**src/rtl/nearest_point_field_lookup_top_defines.svh**
```systemverilog
// Assertion macros shared by the nearest point lookup RTL
`ifndef NEAREST_POINT_FIELD_LOOKUP_TOP_DEFINES_SVH
`define NEAREST_POINT_FIELD_LOOKUP_TOP_DEFINES_SVH

// same-cycle implication, clocked on i_clk, off during reset
`define NPFL_ASSERT_NOW(label, ante, cons) \
    label: assert property (@(posedge i_clk) disable iff (!i_rst_n) (ante) |-> (cons)) \
        else $error("npfl assertion failed");

// next-cycle implication, clocked on i_clk, off during reset
`define NPFL_ASSERT_NEXT(label, ante, cons) \
    label: assert property (@(posedge i_clk) disable iff (!i_rst_n) (ante) |=> (cons)) \
        else $error("npfl assertion failed");

`endif

```
**src/rtl/npfl_ram.sv**
```systemverilog
// Generic single-port-write, registered-read RAM
module npfl_ram #(
    parameter int WIDTH = 8,
    parameter int DEPTH = 16
) (
    input  logic                                   i_clk,
    input  logic                                   i_we,
    input  logic [(DEPTH > 1 ? $clog2(DEPTH) : 1)-1:0] i_waddr,
    input  logic [WIDTH-1:0]                       i_wdata,
    input  logic                                   i_re,
    input  logic [(DEPTH > 1 ? $clog2(DEPTH) : 1)-1:0] i_raddr,
    output logic [WIDTH-1:0]                       o_rdata
);

    logic [WIDTH-1:0] r_mem [DEPTH];
    logic [WIDTH-1:0] r_rdata;

    always_ff @(posedge i_clk) begin
        if (i_we) begin
            r_mem[i_waddr] <= i_wdata;
        end
        if (i_re) begin
            r_rdata <= r_mem[i_raddr];
        end
    end

    assign o_rdata = r_rdata;

endmodule

```
**config.mk**
```make
export PLATFORM = sky130hd
export DESIGN_NAME = npfl_ram
export DESIGN_NICKNAME = d
export VERILOG_FILES = /design/src/rtl/nearest_point_field_lookup_top_defines.svh /design/src/rtl/npfl_ram.sv
export SDC_FILE = /design/constraint.sdc
export NUM_CORES = 1
export LEC_CHECK = 0
export BUFFER_PORTS_ARGS = -buffer_cell sky130_fd_sc_hd__buf_2
export CAP_MARGIN = 20
export CORE_ASPECT_RATIO = 1.2
export CORE_MARGIN = 4
export CORE_UTILIZATION = 55
export CTS_CLUSTER_SIZE = 8
export DETAILED_ROUTE_END_ITERATION = 6
export GPL_TIMING_DRIVEN = 1
export HOLD_SLACK_MARGIN = 0.05
export PLACE_DENSITY = 0.85
export SLEW_MARGIN = 0
export SYNTH_ARGS = -nofsm -noshare
export SYNTH_HDL_FRONTEND = slang
export SYNTH_SLANG_ARGS = --single-unit
export TNS_END_PERCENT = 1
```
**constraint.sdc**
```tcl
create_clock -name i_clk -period 2.3 [get_ports i_clk]
set_input_delay 0.575 -clock i_clk [delete_from_list [all_inputs] [get_ports i_clk]]
set_output_delay 0.575 -clock i_clk [all_outputs]
set_load 0.01 [all_outputs]
```
## Word-level counts from Yosys, hierarchy flattened

Memories as Yosys holds them, arrays and structs flattened. A register that Yosys moved wholly into a read port is not among the register bits.
Index checks and enable logic that the tools add are counted.
Widths: inputs -> output; s select.

| operators by class | value |
|---|---|
| mux-type cells | 2 |

Operators with widths:

| operator | count |
|---|---|
| $mux 1 | 2 |

| word-level totals | value |
|---|---|
| logic and storage cells | 3 |
| memories | 1 |
| bits in registers | 0 |
| bits of input ports | 19 |
| output and inout port bits | 8 |
| bits in writable memories | 128 |

Memory list:

| memory | words | width | read ports | clocked after memory_dff | wr ports | RTL line | text |
|---|---|---|---|---|---|---|---|
| r_mem | 16 | 8 | 1 | 1 | 1 | npfl_ram.sv:15 | `logic [WIDTH-1:0] r_mem [DEPTH];` |

## Depth between registers and ports, before layout

| logic depth | value |
|---|---|
| depth in word-level cells | 2 |
| mapped depth | 5 |
| mapped depth without buffers | 3 |

## Least setup slack after synthesis

Ideal clock, no wire load.

| path | value |
|---|---|
| path kind | input to register |
| from | input i_waddr[2] in the netlist's numbering |
| to | memory r_mem[0][0], enable pin |
| path buffers | 0 |
| library setup time | 0.383 ns |
| data required time | 1.917 ns |
| slack | 0.232 ns |
| stages on the path | 2 |
| arrival time | 1.685 ns |
| path through | or3b_2 nor3_1 |

RTL lines:

| what | RTL line | text |
|---|---|---|
| from (decl) | npfl_ram.sv:8 | `input logic [(DEPTH > 1 ? $clog2(DEPTH) : 1)-1:0] i_waddr,` |
| to (decl) | npfl_ram.sv:15 |  |

Straight into the memory's write port.

==> results.cfg <==
[floorplan]
initial_core_util = 0.570
num_rows = 38
io_pins = 27
die_area_um2 = 11100
die_h_um = 115
die_w_um = 97.0
core_area_um2 = 9180

[sta]
fmax_mhz = 600
whs_ns = 0.434
period_minus_slack_ns = 1.67
rsz0062_at_grt = no
finalHoldViolCount = 0
fin_setup_tns_ns = 0
finClkSkew_ns = 0.00806
tightest_slew_ns = 0.486
slew_viol_final = 0
finalCritPeriodShare = 0.725
relSlewSlack = 0.675
setup_viol = 0

[clocking]
holdBufCountCts = 0
cts_htree_levels = 4
cts.sinks = 136
clockBufferDepth = 2
cts-resized-gates = 0
clockRootBuffer = clkbuf_8
numCtsBuffers = 17
cts_tree = built
post_cts_buffers = 0
clkLatencyLatePin_ns = 0.52
clk_pin_slew_ns = 0.06

[layout]
register_area_um2 = 4080
syn_to_final_growth_pct = 18.4
fillers = 540
n_antenna_cell = 0
nNetsFinal = 306
final_cell_mix = edfxtp_1 (136), buf_2 (26), buf_4 (20)
final_common_cell = edfxtp_1
multi_input_area_um2 = 1060
drive_gt1_frac = 0.307

[worst_setup_path]
worstPathMaxFanout = 17
cp_data_required_time_ns = 2.56
criticalPathCategory = in -> reg
crit_path_start_kind = input pin
arrival_ns = 1.93
end_kind = register

[yosys]
syn_area_per_cell_um2 = 22.8
synth_warnings = 0
synth_cell_types = 18
synthesis.area_um2 = 5230
ys_ff_latch = 136
synthCells = 229
synth_nets = 248
ys_seq_area_frac = 0.781

[power_and_ir_drop]
power_density_nw_per_um2 = 911
ir_drop_mv = 0.562
cellLeakagePower_nw = 2.11

[detailed_routing]
vias = 2538
vias_per_cell = 6.04
ant_nets = 0
drt-total-wl_um = 10300
wl_per_cell_um = 24.6
drt_iter0_markers = 248
drcViolationCount = 0
drt_first_pass_iters = 4

[global_route]
grt_max_degree = 24
antenna_found_initial = 0
grt_use_total = 0.203
grt_pass1_wl_um = 16100
grt_pass1_vias = 2656
overflow = 0

[placed_design]
port_buffers = 26
routabilityCongestion = 0.747
dp_hpwl_um = 6240

[job]
cap_viol_max_count = 0

[min_path]
hp-class = in -> reg

[outcome]
outcome = complete, no violations
==> worst max-delay path, cell delays in order <==
cell,delay (ns)
buf_2,0.14
buf_12,0.19
mux4_1,0.58
a22oi_1,0.33
nand2_1,0.11
==> metal layers <==
layer,vias up,share of wire,GRT usage
li1,1104,-,-
met1,1298,0.40,0.259
met2,125,0.52,0.331
met3,11,0.073,0.0667
met4,0,0.012,0.0730
met5,-,0,0
==> kinds of logic after synthesis <==
group,Yosys count,synth area share
flip-flops,136,0.781
AND/OR/NAND/NOR,35,0.0314
multiplexers,32,0.148
AO/OA/AOI/OAI,16,0.0230
buffers and inverters,10,0.0165
==> report_power, final <==
part / switching (mW) / internal [mW]
registers: 0.0160 / 2.79
logic: 0.149 / 0.114
clock network: 0.936 / 1.63
==> synth_stat cells <==
master,instances,share of area
nand2b_1,2,0.0024
and2b_1,1,0.0014
clkdlybuf4s25_2,3,0.0057
buf_6,3,0.0065
nand3_1,1,0.00096
edfxtp_1,136,0.78
mux4_2,18,0.078
buf_2,3,0.0029
buf_4,1,0.0014
nor2b_1,1,0.0012
nor3_1,4,0.0038
a22oi_1,16,0.023
nand3b_1,2,0.0029
nor2_1,13,0.0093
or3b_2,1,0.0017
mux4_1,14,0.070
nand2_1,9,0.0065
and2_1,1,0.0012
==> cell type report <==
type | count | area share
clock buffers | 21 | 0.0693
clock inverters | 11 | 0.0210
multi-input cells | 83 | 0.171
flip-flops and latches | 136 | 0.660
well taps | 120 | 0.0243
repair buffers | 49 | 0.0550
==> registers in the layout (all words and copies together) (netlist names) <==
name / count
o_rdata: 8
r_mem: 128
==> metrics by stage <==
step / setup WS (ns) / util / cell area (µm²) / instances / total power, mW
floorplan: 0.232 / - / 5230 / 229 / 3.00
global placement: 0.242 / 0.614 / 5630 / 388 / 3.11
detailed placement: 0.175 / 0.614 / 5630 / 388 / 3.12
CTS: 0.596 / 0.675 / 6190 / 420 / 5.68
global route: 0.586 / 0.675 / 6190 / 420 / 5.84
finish: 0.633 / 0.675 / 6190 / 420 / 5.64
==> final timing paths <==
path	start	endpoint	slack [ns]	depth (start not counted)
worst max-delay path	i_raddr[0]	o_rdata[0]	0.63	5
worst min-delay path	i_re	o_rdata[4]	0.43	1
worst max register to register	r_mem[1][0]	o_rdata[0]	0.72	3
worst min register to register	r_mem[14][1]	o_rdata[1]	0.74	3
Note: power is estimated with default switching activity, not from simulation.
