`src/rtl/nearest_point_field_lookup_top_defines.svh`:
```
// Assertion macros shared by the nearest point lookup RTL
`ifndef NEAREST_POINT_FIELD_LOOKUP_TOP_DEFINES_SVH
`define NEAREST_POINT_FIELD_LOOKUP_TOP_DEFINES_SVH

// same-cycle implication, clocked on i_clk, off during reset
`define NPFL_ASSERT_NOW(label, ante, cons) \
    label: assert property (@(posedge i_clk) disable iff (!i_rst_n) (ante) |-> (cons)) \
        else $error("npfl assertion failed");

// next-cycle implication, clocked on i_clk, off during reset
`define NPFL_ASSERT_NEXT(label, ante, cons) \
    label: assert property (@(posedge i_clk) disable iff (!i_rst_n) (ante) |=> (cons)) \
        else $error("npfl assertion failed");

`endif

```
`src/rtl/npfl_pkg.sv`:
```
// Package: types, codes and default sizes of the nearest point lookup
package npfl_pkg;

    localparam int TABLE_DEPTH_DEF = 1024;
    localparam int COORD_BITS_DEF  = 24;
    localparam int FIELD_BITS_DEF  = 24;

    typedef enum logic [2:0] {
        ST_FOUND    = 3'd0,
        ST_EMPTY    = 3'd1,
        ST_APPENDED = 3'd2,
        ST_REPLACED = 3'd3,
        ST_DROPPED  = 3'd4
    } t_status;

    typedef enum logic [2:0] {
        S_IDLE,
        S_SCAN,
        S_DRAIN,
        S_COMMIT,
        S_VREAD,
        S_DONE
    } t_state;

    typedef struct packed {
        logic busy;
        logic hit;
    } t_scan_flags;

endpackage

```
`src/rtl/npfl_scan.sv`:
```
// Distance pipeline: squared distance per entry, best-entry and match tracking
module npfl_scan
    import npfl_pkg::*;
#(
    parameter int TABLE_DEPTH = TABLE_DEPTH_DEF,
    parameter int COORD_BITS  = COORD_BITS_DEF
) (
    input  logic                                             i_clk,
    input  logic                                             i_rst_n,
    input  logic                                             i_start,
    input  logic signed [COORD_BITS-1:0]                     i_qx,
    input  logic signed [COORD_BITS-1:0]                     i_qy,
    input  logic signed [COORD_BITS-1:0]                     i_qz,
    input  logic                                             i_vld,
    input  logic [(TABLE_DEPTH > 1 ? $clog2(TABLE_DEPTH) : 1)-1:0] i_idx,
    input  logic [3*COORD_BITS-1:0]                          i_coord,
    output t_scan_flags                                      o_flags,
    output logic [(TABLE_DEPTH > 1 ? $clog2(TABLE_DEPTH) : 1)-1:0] o_best_idx,
    output logic [(TABLE_DEPTH > 1 ? $clog2(TABLE_DEPTH) : 1)-1:0] o_hit_idx
);

    localparam int CB = COORD_BITS;
    localparam int AW = (TABLE_DEPTH > 1) ? $clog2(TABLE_DEPTH) : 1;
    localparam int QW = 2 * CB;
    localparam int SW = 2 * CB + 2;

    logic signed [CB-1:0] cx, cy, cz;
    logic signed [CB:0]   dx, dy, dz;
    logic [QW-1:0]        sq_x, sq_y, sq_z;
    logic                 lex_lt, better;

    logic                 r_s1_vld, r_s2_vld, r_s3_vld;
    logic [AW-1:0]        r_s1_idx, r_s2_idx, r_s3_idx;
    logic signed [CB-1:0] r_s1_x, r_s1_y, r_s1_z, r_s2_x, r_s2_y, r_s2_z;
    logic signed [CB-1:0] r_s3_x, r_s3_y, r_s3_z;
    logic                 r_s1_eq, r_s2_eq, r_s3_eq;
    logic [CB-1:0]        r_s1_ax, r_s1_ay, r_s1_az;
    logic [QW-1:0]        r_s2_sx, r_s2_sy, r_s2_sz;
    logic [SW-1:0]        r_s3_sum;

    logic                 r_best_vld;
    logic [SW-1:0]        r_best_d;
    logic signed [CB-1:0] r_best_x, r_best_y, r_best_z;
    logic [AW-1:0]        r_best_idx;
    logic                 r_hit;
    logic [AW-1:0]        r_hit_idx;

    assign cx = i_coord[3*CB-1:2*CB];
    assign cy = i_coord[2*CB-1:CB];
    assign cz = i_coord[CB-1:0];

    assign dx = {i_qx[CB-1], i_qx} - {cx[CB-1], cx};
    assign dy = {i_qy[CB-1], i_qy} - {cy[CB-1], cy};
    assign dz = {i_qz[CB-1], i_qz} - {cz[CB-1], cz};

    assign sq_x = r_s1_ax * r_s1_ax;
    assign sq_y = r_s1_ay * r_s1_ay;
    assign sq_z = r_s1_az * r_s1_az;

    always_comb begin
        if (r_s3_x != r_best_x) begin
            lex_lt = (r_s3_x < r_best_x);
        end else if (r_s3_y != r_best_y) begin
            lex_lt = (r_s3_y < r_best_y);
        end else begin
            lex_lt = (r_s3_z < r_best_z);
        end
        better = !r_best_vld || (r_s3_sum < r_best_d) || ((r_s3_sum == r_best_d) && lex_lt);
    end

    always_ff @(posedge i_clk) begin
        if (!i_rst_n) begin
            r_s1_vld   <= 1'b0;
            r_s2_vld   <= 1'b0;
            r_s3_vld   <= 1'b0;
            r_best_vld <= 1'b0;
            r_hit      <= 1'b0;
        end else begin
            r_s1_vld <= i_vld;
            r_s2_vld <= r_s1_vld;
            r_s3_vld <= r_s2_vld;
            if (i_start) begin
                r_best_vld <= 1'b0;
                r_hit      <= 1'b0;
            end else if (r_s3_vld) begin
                if (better) begin
                    r_best_vld <= 1'b1;
                end
                if (r_s3_eq) begin
                    r_hit <= 1'b1;
                end
            end
        end
    end

    always_ff @(posedge i_clk) begin
        r_s1_idx <= i_idx;
        r_s1_x   <= cx;
        r_s1_y   <= cy;
        r_s1_z   <= cz;
        r_s1_eq  <= (cx == i_qx) && (cy == i_qy) && (cz == i_qz);
        r_s1_ax  <= dx[CB] ? CB'(-dx) : CB'(dx);
        r_s1_ay  <= dy[CB] ? CB'(-dy) : CB'(dy);
        r_s1_az  <= dz[CB] ? CB'(-dz) : CB'(dz);

        r_s2_idx <= r_s1_idx;
        r_s2_x   <= r_s1_x;
        r_s2_y   <= r_s1_y;
        r_s2_z   <= r_s1_z;
        r_s2_eq  <= r_s1_eq;
        r_s2_sx  <= sq_x;
        r_s2_sy  <= sq_y;
        r_s2_sz  <= sq_z;

        r_s3_idx <= r_s2_idx;
        r_s3_x   <= r_s2_x;
        r_s3_y   <= r_s2_y;
        r_s3_z   <= r_s2_z;
        r_s3_eq  <= r_s2_eq;
        r_s3_sum <= SW'(r_s2_sx) + SW'(r_s2_sy) + SW'(r_s2_sz);

        if (r_s3_vld && better) begin
            r_best_d   <= r_s3_sum;
            r_best_x   <= r_s3_x;
            r_best_y   <= r_s3_y;
            r_best_z   <= r_s3_z;
            r_best_idx <= r_s3_idx;
        end
        if (r_s3_vld && r_s3_eq && !r_hit) begin
            r_hit_idx <= r_s3_idx;
        end
    end

    assign o_flags.busy = r_s1_vld | r_s2_vld | r_s3_vld;
    assign o_flags.hit  = r_hit;
    assign o_best_idx   = r_best_idx;
    assign o_hit_idx    = r_hit_idx;

`include "nearest_point_field_lookup_top_defines.svh"

    `NPFL_ASSERT_NOW(a_hit_has_best, r_hit, r_best_vld)
    `NPFL_ASSERT_NEXT(a_start_clears, i_start, !r_hit && !r_best_vld)
    `NPFL_ASSERT_NEXT(a_pipe_moves, r_s1_vld && !i_start, r_s3_vld || r_s2_vld)

endmodule

```
`config.mk`:
```
export PLATFORM = sky130hd
export DESIGN_NAME = npfl_scan
export DESIGN_NICKNAME = d
export VERILOG_FILES = /design/src/rtl/npfl_pkg.sv /design/src/rtl/npfl_scan.sv
export VERILOG_INCLUDE_DIRS = /design/src /design/src/rtl
export SDC_FILE = /design/constraint.sdc
export NUM_CORES = 2
export LEC_CHECK = 0
export ABC_AREA = 1
export BUFFER_PORTS_ARGS = -buffer_cell sky130_fd_sc_hd__buf_2
export CORE_UTILIZATION = 45
export CTS_BUF_LIST = sky130_fd_sc_hd__clkbuf_2 sky130_fd_sc_hd__clkbuf_4 sky130_fd_sc_hd__clkbuf_8
export DETAILED_ROUTE_END_ITERATION = 16
export PLACE_DENSITY_LB_ADDON = 0.3
export SETUP_SLACK_MARGIN = 0.5
export SYNTH_ARGS = -nofsm -noshare
export SYNTH_HDL_FRONTEND = slang
export SYNTH_SLANG_ARGS = --single-unit
```
`constraint.sdc`:
```
create_clock -name i_clk -period 7.9 [get_ports i_clk]
set_clock_uncertainty 0.15 [all_clocks]
set_input_delay 1.58 -clock i_clk [delete_from_list [all_inputs] [get_ports i_clk]]
set_output_delay 1.58 -clock i_clk [all_outputs]
set_load 0.01 [all_outputs]
```
Word level (Yosys, flattened, before mapping)
Cells that the tools add are included.

storage, ports and cells
  register bits = 662
  input bits = 158

cells by class
  add/sub/neg operators = 8
  multipliers = 3
  order comparisons = 4
  equality and inequality tests = 6
  muxes and demuxes = 5
  bitwise logic cells = 3
  reductions and logical operators = 13

operators by type and width
  operator             number
  $mul A24 B24 Y48     3
  $sub A24 B24 Y25     3
  $eq A24 B24 Y1       3
  $lt A24 B24 Y1       3
  $mux W24             3
  $neg A24 Y24         3
  $add A49 B48 Y50     1
  $eq A50 B50 Y1       1
  $lt A50 B50 Y1       1
  $add A48 B48 Y49     1
  $ne A24 B24 Y1       2
  $logic_and A1 B1 Y1  6
  $reduce_and A2 Y1    2
  $logic_not A1 Y1     2
  $logic_or A1 B1 Y1   2
  $mux W1              2
  $or A1 B1 Y1         2
  $reduce_or A2 Y1     1
  $not A1 Y1           1

Logic depth before layout (Yosys ltp)
  word-level depth = 6
  mapped depth = 31

Worst setup path before layout
OpenSTA, ideal clock, no wires.

  kind = register -> register
  start = reg r_best_x[23]
  end = reg r_best_idx[0] (netlist: o_best_idx[0]) (enable)
  library setup time = 667 ps
  arrival = 7,832 ps
  data required time = 7,083 ps
  slack = -749 ps
  cell stages (with the launch flop) = 13
  path buffers = 0
  cells stage by stage = edfxtp_1 -> inv_1 -> ha_1 -> nand2_1 -> nor2_1 -> nand4_1 -> nor3_1 -> o21ai_0 -> a31oi_1 -> o21ai_0 -> inv_1 -> nand2_1 -> a21oi_1

between the ends
  cells in the longest elaborated chain, start to end = 5
  elaborated cells on any way between the ends = 6
  those cells by class = order compare: 1; eq/ne: 1; mux: 1; reduce/logical: 3

RTL lines
  element                                           RTL line                          source
  start, declared                                   npfl_scan.sv:43                   logic signed [CB-1:0] r_best_x, r_best_y, r_best_z;
  start signal, assigned                            npfl_scan.sv:124                  r_best_x <= r_s3_x;
  $lt A24 B24 Y1 or $ne A24 B24 Y1 (tied branches)  npfl_scan.sv:62, npfl_scan.sv:61
  $mux W1 (*)                                       npfl_scan.sv:61                   if (r_s3_x != r_best_x) begin
  $logic_and A1 B1 Y1 (*)                           npfl_scan.sv:68                   better = !r_best_vld || (r_s3_sum < r_best_d) || ((r_s3_sum == r_best_d) && lex_lt);
  $logic_or A1 B1 Y1 (*)                            npfl_scan.sv:68
  $logic_and A1 B1 Y1 (*)                           npfl_scan.sv:122                  if (r_s3_vld && better) begin
  end signal, assigned                              npfl_scan.sv:127                  r_best_idx <= r_s3_idx;
  end, declared                                     npfl_scan.sv:44                   logic [AW-1:0] r_best_idx;

Every way passes the cells marked *; elsewhere a longest branch is shown, timed or not.
A chain may end at the register's enable or synchronous reset.

Final worst setup path
  start = reg r_s1_ax[3]
  end = reg r_s2_sx[30]

between the ends
  cells in the longest elaborated chain, start to end = 1

RTL lines
  element                 RTL line          source
  start, declared         npfl_scan.sv:37   logic [CB-1:0] r_s1_ax, r_s1_ay, r_s1_az;
  start signal, assigned  npfl_scan.sv:102  r_s1_ax <= dx[CB] ? CB'(-dx) : CB'(dx);
  $mul A24 B24 Y48        npfl_scan.sv:56   assign sq_x = r_s1_ax * r_s1_ax;
  via sq_x[30]            npfl_scan.sv:29   logic [QW-1:0] sq_x, sq_y, sq_z;
  end signal, assigned    npfl_scan.sv:111  r_s2_sx <= sq_x;
  end, declared           npfl_scan.sv:38   logic [QW-1:0] r_s2_sx, r_s2_sy, r_s2_sz;

The timed path passes the listed nets, and every way through them passes these cells.

==> metrics.cfg <==
[run_status]
outcome = completed

[floorplan]
start_util = 0.453
ioPinCount = 180
rows = 153
dieArea_um2 = 176000
die_w_um = 420
core_um2 = 174000
die_h_um = 420

[sta]
tns_ns = 0
fin_crit_ns = 7.13
period_share = 0.903
setup_violations = 0
rsz0062_at_grt = false
fmax_mhz = 140
worst_pin_slew_ns = 1.07
slew_violations = 0
finalHoldViolCount = 0
slew_headroom = 0.288

[route]
routedWlPerCell_um = 16.3
ant_nets = 0
vias_per_cell = 4.86
totalWireLength_um = 194000
vias = 57988
drc_errors = 0
firstDrtPassIters = 6
drtIter0Drc = 3449

[synthesis]
synth_top_area_cell = fa_1
ys.flop_type = dfxtp_1
syn_area_um2 = 78600
synthSimpleGateAreaFrac = 0.135
synth_top_family_by_area = adder cells
yosysSeqAreaShare = 0.186
synth.avg_cell_area_um2 = 8.49
synth-xor-area-share = 0.0294
ys_ff_latch = 659
synth_compound_area_frac = 0.0534
ys_types = 55
synth_edf_count = 142
synth_cells = 9261
yosys_warnings = 0
yosysTopAreaCellShare = 0.336
synthMuxAreaShare = 0
async_flop_share = 0
synth_adder_area_share = 0.458
synthTopCellsByArea = fa_1, dfxtp_1, inv_1, ha_1, nand2_1

[run]
maxCapViolCount = 0

[cells_and_area]
fillers = 16592
final_cell_mix = inv_1, nand2_1, fa_1
area_growth_pct = 8.55
multi_input_area_um2 = 53200
area.sequential_um2 = 14700
fin_util = 0.492
final_cells = 11920
final_common_cell = inv_1
nets = 11743
drive_gt1_frac = 0.0621

[place]
gp_congestion = 0.948
port_buffers = 179
dpl.hpwl_um = 167000
dp_cells = 11713

[setup_path]
cp.required_ns = 8.40
worstPathMaxFanout = 11
arrival_ns = 7.64
path_class = flip-flop to flip-flop
cp-end-kind = flip-flop
reg2regPathDepth = 22
start_kind = flip-flop

[clock_tree]
cts_tree = built
clk_latency_ns = 0.89
cts-root-buf = clkbuf_8
cts.clk_slew.worst_paths_ns = 0.06
h-tree-depth = 3
clk_path_buf_depth = 3
cts_inserted_buffers = 108
clock_sinks = 659

[global_routing]
antenna_found_initial = 9
grt_pass1_wl_um = 319000
grt_max_degree = 61
grt_pass1_vias = 61690
grt_use_total = 0.228
grt_remaining_overflow = 0

[worst_hold_path]
hold_class = flip-flop to flip-flop
whs_path_depth = 0

[final timing paths]
kind / from / end / slack, ns
worst max-delay path: r_s1_ax[3] / r_s2_sx[30] / 0.77
worst min-delay path: r_s1_x[11] / r_s2_x[11] / 0.12
worst max register to register: r_s1_ax[3] / r_s2_sx[30] / 0.77
worst min register to register: r_s1_x[11] / r_s2_x[11] / 0.12
[final cells by class]
| type | instances | area share |
|---|---|---|
| multi-input combinational | 5723 | 0.623 |
| timing repair buffer | 280 | 0.0197 |
| clock inverter | 48 | 0.00796 |
| tap | 2325 | 0.0341 |
| sequential | 659 | 0.172 |
| inverter | 2726 | 0.120 |
| clock buffer | 155 | 0.0229 |
| antenna | 4 | 0.000117 |
[through the flow]
step	setup slack (ns)	area [um^2]	hold slack [ns]
detailed placement	0.511	82600	0.162
CTS	0.512	85300	0.107
global placement	0.584	82600	0.160
finish	0.766	85400	0.118
global route	0.512	85400	0.135
floorplan	1.53	78600	0.160
[what timing repair did]
| action | CTS | global route |
|---|---|---|
| gates resized for setup | 1 | 48 |
| endpoints found under the setup margin | 1 | 35 |
| setup buffers | 0 | 0 |
| hold buffers | 0 | 0 |
| pin swaps | 0 | 0 |
[synthesized netlist by cell type (all sizes together) (2+ instances only)]
library cell	instances
and3	7
nand3	198
xor2	166
a31oi	49
o2111ai	4
edfxtp	142
o21ai	194
nand3b	26
nor3	35
o31ai	6
xnor2	97
buf	5
a21boi	7
or2	6
o21a	21
ha	768
nor3b	3
nor4	28
a311oi	2
o211ai	12
nand2	1802
fa	1319
a221oi	6
dfxtp	517
nor2	450
a211oi	4
nand4	64
a21o	32
a21oi	375
clkbuf	150
o21bai	31
inv	2726
and2	3
[sequential cells by signal (all words and copies together) (netlist names), 47 cells and up]
register,count
r_best_d,50
r_s3_sum,50
r_s2_sx,47
r_s2_sy,47
r_s2_sz,47
[critical path, cell delays in order, from the launching register on]
cell	delay, ns
dfxtp_2	0.59
buf_4	0.29
buf_4	0.18
nand2_1	0.07
fa_1	0.50
fa_1	0.50
inv_1	0.05
fa_1	0.55
ha_1	0.16
inv_1	0.05
fa_1	0.48
inv_1	0.06
fa_1	0.58
fa_1	0.45
ha_1	0.44
nand2_1	0.18
nor2_1	0.31
nand2_1	0.09
nand2_1	0.11
a21oi_1	0.12
o21ai_0	0.35
a21oi_1	0.20
xnor2_1	0.50
[metal layers]
layer / wire length (um) / share of wire / global-route usage / vias up
met4: 6630 / 0.034 / 0.0774 / 2
met5: 13 / 0.000067 / 0 / -
met2: 92200 / 0.47 / 0.382 / 1595
li1: - / - / - / 27870
met3: 10600 / 0.055 / 0.0276 / 307
met1: 84900 / 0.44 / 0.304 / 28214
[cells by family (layout without fill, tap and decap cells)]
kind of cell	after synthesis	after routing
flops	659	659
other cells	1	7
buf+inv	2881	3209
xor+xnor	263	263
fa+ha+maj	2087	2087
compound gates	748	748
simple gates	2622	2622
Power is left out: the tool's default activity adds up to more than one toggle a clock period on the data nets, which glitch-free logic cannot reach.
